--- config.mk ---
export PLATFORM = sky130hd
export DESIGN_NAME = lphm_front
export DESIGN_NICKNAME = d
export VERILOG_FILES = /design/src/hw/rtl/lphm_pkg.sv /design/src/hw/rtl/lphm_front.sv
export SDC_FILE = /design/constraint.sdc
export NUM_CORES = 1
export LEC_CHECK = 0
export ABC_AREA = 0
export BUFFER_PORTS_ARGS = -buffer_cell sky130_fd_sc_hd__clkbuf_2
export CAP_MARGIN = 20
export CORE_ASPECT_RATIO = 0.6
export CORE_MARGIN = 2
export CORE_UTILIZATION = 50
export DETAILED_ROUTE_END_ITERATION = 12
export GPL_TIMING_DRIVEN = 0
export PLACE_DENSITY = 0.83
export SYNTH_ARGS = -nofsm -noshare
export SYNTH_HDL_FRONTEND = slang
export SYNTH_SLANG_ARGS = --single-unit
--- constraint.sdc ---
create_clock -name clk -period 8.44 [get_ports clk]
set_input_delay 1.688 -clock clk [delete_from_list [all_inputs] [get_ports clk]]
set_output_delay 1.688 -clock clk [all_outputs]
set_load 0.01 [all_outputs]
--- src/hw/rtl/lphm_pkg.sv ---
package lphm_pkg;

  localparam int TableSize = 1024;
  localparam int KeyBits = 32;
  localparam int ValueBits = 32;

  // operation codes
  localparam logic [1:0] KIND_INSERT = 2'd0;
  localparam logic [1:0] KIND_LOOKUP = 2'd1;
  localparam logic [1:0] KIND_REMOVE = 2'd2;
  localparam logic [1:0] KIND_NOP = 2'd3;

  // status codes
  localparam logic [1:0] ST_OK = 2'd0;
  localparam logic [1:0] ST_ZERO_KEY = 2'd1;
  localparam logic [1:0] ST_FULL = 2'd2;

  // classified request handed from front to back
  typedef struct packed {
    logic [1:0] kind;
    logic [63:0] key;
    logic [63:0] value;
    logic zero_key;
    logic no_op;
  } req_t;

endpackage

--- src/hw/rtl/lphm_front.sv ---
module lphm_front #(
  parameter int KEY_BITS = lphm_pkg::KeyBits,
  parameter int VALUE_BITS = lphm_pkg::ValueBits
) (
  input  logic clk,
  input  logic rst,
  input  logic start,
  input  logic [1:0] kind,
  input  logic [31:0] key,
  input  logic [31:0] value,
  output logic busy,
  output lphm_pkg::req_t q_data,
  output logic q_valid,
  input  logic q_pop
);

  localparam int KW = (KEY_BITS < 32) ? KEY_BITS : 32;
  localparam int VW = (VALUE_BITS < 32) ? VALUE_BITS : 32;

  lphm_pkg::req_t req;
  lphm_pkg::req_t slot0;
  lphm_pkg::req_t slot1;
  logic [1:0] fill;

  // mask and classify the incoming request
  always_comb begin
    req = '0;
    req.kind = kind;
    req.key[KW-1:0] = key[KW-1:0];
    req.value[VW-1:0] = value[VW-1:0];
    req.no_op = (kind == lphm_pkg::KIND_NOP);
    req.zero_key = !req.no_op && (key[KW-1:0] == '0);
  end

  assign busy = (fill == 2'd2);
  assign q_valid = (fill != 2'd0);
  assign q_data = slot0;

  // two-entry queue
  always_ff @(posedge clk) begin
    if (rst) begin
      fill <= 2'd0;
    end else begin
      if (start && !busy && !(q_pop && q_valid)) begin
        fill <= fill + 2'd1;
      end else if (!(start && !busy) && q_pop && q_valid) begin
        fill <= fill - 2'd1;
      end
    end
    if (q_pop && q_valid) begin
      slot0 <= slot1;
      if (start && !busy && fill == 2'd1) slot0 <= req;
      if (start && !busy && fill == 2'd2) slot1 <= req;
    end else if (start && !busy) begin
      if (fill == 2'd0) slot0 <= req;
      else slot1 <= req;
    end
  end

endmodule

### After elaboration in Yosys (flattened, before gate mapping)

Index checks and enable logic that the tools add are counted.

| storage, ports and cells | value |
|---|---|
| output and inout port bits | 134 |
| input bits | 70 |
| bits in registers | 266 |

| operators by class | value |
|---|---|
| add/subtract/negate cells | 2 |
| reductions and logical operators | 20 |
| muxes and demuxes | 10 |
| equal/unequal tests | 5 |

Operators with widths:

| kind | count |
|---|---|
| 132-bit two-way mux | 8 |
| 32-bit logical NOT | 1 |
| 1-bit logical AND | 8 |
| 2-bit nonzero test | 4 |
| 2-bit == test (second input constant) | 2 |
| 1-bit logical NOT | 4 |
| 2-bit two-way mux | 2 |
| 3-bit AND reduction | 1 |
| 2-bit by 1-bit adder with 2-bit output (second input constant) | 1 |
| 2-bit by 1-bit == test with 1-bit output (second input constant) | 1 |
| 2-bit logical NOT | 1 |
| 2-bit by 1-bit != test with 1-bit output (second input constant) | 1 |
| 2-bit != test (second input constant) | 1 |
| 2-bit AND reduction | 1 |
| 2-bit by 1-bit subtractor with 2-bit output (second input constant) | 1 |

### Longest topological paths before layout

| depth | value |
|---|---|
| depth after elaboration | 8 |
| mapped depth | 9 |

### Least setup slack after synthesis

No wires, ideal clock.

| timing path | value |
|---|---|
| path kind | input -> register |
| start | in q_pop |
| end | reg slot1[0] (netlist bit), enable pin |
| data arrival time | 6.426 ns |
| setup time | 0.578 ns |
| setup slack | 1.436 ns |
| data required time | 7.862 ns |
| cell stages on the path | 1 |
| cell sequence | nor3_1 |

| on the way | value |
|---|---|
| cells in the longest elaborated chain, start to end | 3 |
| elaborated cells between the ends (all ways) | 5 |
| those cells by class | eq/ne (2); reduce/logical (3) |

RTL lines:

| element | RTL line | RTL |
|---|---|---|
| start: declaration | lphm_front.sv:14 | `input logic q_pop` |
| 1-bit logical AND * | lphm_front.sv:50 | `if (q_pop && q_valid) begin` |
| 2-bit by 1-bit != test with 1-bit output (no source line), or another cell as far along | -- |  |
| 3-bit AND reduction (no source line) * | -- |  |
| end signal: assignment | lphm_front.sv:53 | `if (start && !busy && fill == 2'd2) slot1 <= req;` |
| end signal: assignment | lphm_front.sv:56 | `else slot1 <= req;` |
| end: declaration | lphm_front.sv:22 | `lphm_pkg::req_t slot1;` |

Mark *: on every way between the ends. The rest lies on a longest branch, timed or not.
A chain may end at the register's enable or synchronous reset.

### Worst setup path in the final report

| timing path | value |
|---|---|
| start | in start |
| end | reg slot1[29] (netlist bit), enable pin |

| on the way | value |
|---|---|
| cells in the longest elaborated chain, start to end | 4 |
| elaborated cells between the ends (all ways) | 5 |
| those cells by class | eq/ne (1); reduce/logical (4) |

RTL lines:

| element | RTL line | RTL |
|---|---|---|
| start: declaration | lphm_front.sv:7 | `input logic start,` |
| 1-bit logical AND * | lphm_front.sv:53, lphm_front.sv:54 |  |
| 1-bit logical AND | lphm_front.sv:53 |  |
| 2-bit by 1-bit != test with 1-bit output (no source line) | -- |  |
| 3-bit AND reduction (no source line) * | -- |  |

Marked as above.

==> results.sh <==
export IMPL_syn_area_sq_um=5760
export IMPL_cts_buffers=17
export IMPL_die_h_microns=87.1
export IMPL_core_area_sq_um=11300
export IMPL_setup_viol=0
export IMPL_post_cts_setup_buffers=0
export IMPL_grt_max_degree=69
export IMPL_reg2reg_depth=7
export IMPL_criticalPathCategory="primary input to flop"
export IMPL_ant_nets=0
export IMPL_mostFrequentLayoutCell="clkbuf_2"
export IMPL_hp_class="flop to flop"
export IMPL_ir_drop_v=0.000198
export IMPL_worstPathMaxFanout=14
export IMPL_layout_common_cells="139 x clkbuf_2, 136 x edfxtp_1, 64 x buf_4, 64 x conb_1, 48 x mux2_2"
export IMPL_cp_top_family="simple AND/OR/NAND/NOR gates"
export IMPL_clock_sinks=138
export IMPL_diodes=0
export IMPL_critPathBufInv=4
export IMPL_grtUsageTotal_pct=18.2
export IMPL_drt_pass1_iter_count=4
export IMPL_instances_no_fill=698
export IMPL_path_clk_slew_ps=60
export IMPL_reg2reg_to="slot1[29]"
export IMPL_grt_overflow_total=0
export IMPL_regArea_sq_um=4120
export IMPL_r2r_slack_ps=6020
export IMPL_crit_top_cell="buf_6"
export IMPL_root_buffer="clkbuf_16"
export IMPL_multiInputGateArea_sq_um=1310
export IMPL_drt_iter0_drc=157
export IMPL_cts_tree="done"
export IMPL_cts_hold_buf=0
export IMPL_cp_slowest_cell="nor3_2"
export IMPL_total_power_uw=2520
export IMPL_dpl_cell_area_sq_um=6950
export IMPL_synth_seq_cells=138
export IMPL_syn_area_per_cell_sq_um=18.3
export IMPL_yosys_warnings=0
export IMPL_die_area_sq_um=12400
export IMPL_end_kind="flop"
export IMPL_period_share_pct=36.3
export IMPL_h_tree_depth=4
export IMPL_fin_ws_ps=5380
export IMPL_min_to="fill[1]"
export IMPL_dp_cells=667
export IMPL_netlist_instances=315
export IMPL_top_usage_layer="met2"
export IMPL_initial_core_util_pct=51.1
export IMPL_finalHoldViolations=0
export IMPL_nFillCells=754
export IMPL_maxSlewViolCount=0
export IMPL_start_kind="primary input"
export IMPL_r2r_start="fill[0]"
export IMPL_grt_met1_usage_pct=23.7
export IMPL_detail_route_vias_per_cell=4.61
export IMPL_critical_path_arrival_ps=3170
export IMPL_worstPathCellList="clkbuf_2, nand2b_1, nor3_2, buf_6, buf_6, buf_6"
export IMPL_synth_edf_count=136
export IMPL_cts_buffer_depth=2
export IMPL_rows=30
export IMPL_ys_seq_area_share_pct=71.7
export IMPL_cp_startpoint="start"
export IMPL_slew_headroom_pct=39.9
export IMPL_synth_distinct_cells=27
export IMPL_p_per_area_nw_per_um2=332
export IMPL_ys_flop_type="edfxtp_1"
export IMPL_async_flop_share_pct=0
export IMPL_fin_area_sq_um=7590
export IMPL_insertion_delay_ps=400
export IMPL_max_stage_delay_ps=600
export IMPL_min_from="fill[1]"
export IMPL_antenna_found_initial=0
export IMPL_io_pins=204
export IMPL_syn2layout_area_growth_pct=31.9
export IMPL_leakagePower_uw=0.00323
export IMPL_post_drt_wl_per_cell_microns=16.0
export IMPL_grt_pass1_vias=3210
export IMPL_use_met2_pct=29.0
export IMPL_finClkSkew_ps=7.25
export IMPL_fmax_mhz=326
export IMPL_layout_drive_gt1_share_pct=57.4
export IMPL_hpwl_mm=7.98
export IMPL_place_gp_congestion=0.679
export IMPL_rsz0062_at_grt="no"
export IMPL_drt_total_wl_mm=11.2
export IMPL_drc=0
export IMPL_grt_pass1_wl_mm=16.7
export IMPL_use_met3_pct=6.76
export IMPL_period_needed_ps=3060
export IMPL_worst_pin_slew_ps=902
export IMPL_layout_nets=615
export IMPL_die_w_microns=143
export IMPL_dr_total_vias=3218
export IMPL_cts_resized=0
export IMPL_holdPathStages=2
export IMPL_worst_ep_required_time_ps=8550
export IMPL_status="complete, no violations"
export IMPL_place_ws_ps=4990
export IMPL_maxCapViolCount=0
export IMPL_portBuffers=139
per-stage QoR:
| step | util, % | TNS (ps) | hold slack, ps |
|---|---|---|---|
| final | 67.4 | 0 | 513 |
| after global placement | 61.0 | -61150 | 488 |
| after floorplan | - | 0 | 475 |
| after global routing | 67.4 | 0 | 550 |
| after detailed placement | 61.7 | 0 | 504 |
| after CTS | 67.4 | 0 | 513 |
worst reg2reg max path: stages (launching register included):
cell and delay [ps]:
dfxtp_1 350, inv_1 70, ha_1 230, nand2b_1 240
nor3_2 600, buf_6 240, buf_6 190, buf_6 200
synthesized netlist by cell type, types with 2 or more instances:
| library cell | count | share of area, % |
|---|---|---|
| buf_2 | 4 | 0.35 |
| buf_4 | 64 | 8.3 |
| buf_6 | 5 | 0.98 |
| dfxtp_1 | 2 | 0.70 |
| edfxtp_1 | 136 | 71 |
| ha_1 | 3 | 0.65 |
| inv_1 | 4 | 0.26 |
| mux2_2 | 48 | 9.4 |
| mux2_4 | 18 | 4.7 |
| nand2_1 | 2 | 0.13 |
| nand3_1 | 3 | 0.26 |
| nor2b_1 | 2 | 0.22 |
| nor3_1 | 2 | 0.17 |
| nor4_1 | 8 | 0.87 |
| o21ai_0 | 2 | 0.17 |
sequential cells by signal (all words and copies together) (netlist names):
name	count
q_data	68
fill	2
slot1	68
layer usage:
metal,vias to the layer above,share of wire [%]
met3,9,7.1
met1,1568,44
met5,-,0
li1,1519,-
met4,0,0.61
met2,122,48
power by group:
part / internal [uW] / total (uW) / switching (uW)
Sequential: 1000 / 1050 / 43.4
Clock: 525 / 806 / 281
Combinational: 289 / 670 / 381
how the worst max path moves through the flow:
stage	end	slack, ps	cells after the start
4_1_cts	slot1[29]	5370	6
3_5_place_dp	slot1[21]	4990	6
6_report	slot1[29]	5380	6
5_1_grt	slot1[29]	5260	6
2_1_floorplan	slot1[0]	1440	1
3_3_place_gp	slot1[33]	-900	3
logic make-up after synthesis:
| logic type | share of synthesized area (%) |
|---|---|
| mux | 14.1 |
| simple gates | 2.22 |
| flops | 71.7 |
| compound gates | 0.826 |
| buf+inv | 9.93 |
| fa+ha+maj | 0.826 |
| xor+xnor | 0.391 |
| other cells | 0.0652 |
final cells by class:
type / instances / share of cell area [%]
flip-flops and latches: 138 / 54.3
multi-input cells: 163 / 17.2
well taps: 144 / 2.37
clock buffers: 17 / 5.60
repair buffers: 145 / 10.1
plain buffers: 73 / 7.33
clock inverters: 14 / 2.88
inverters: 4 / 0.198
No activity file was read; power rests on OpenSTA's default activity.
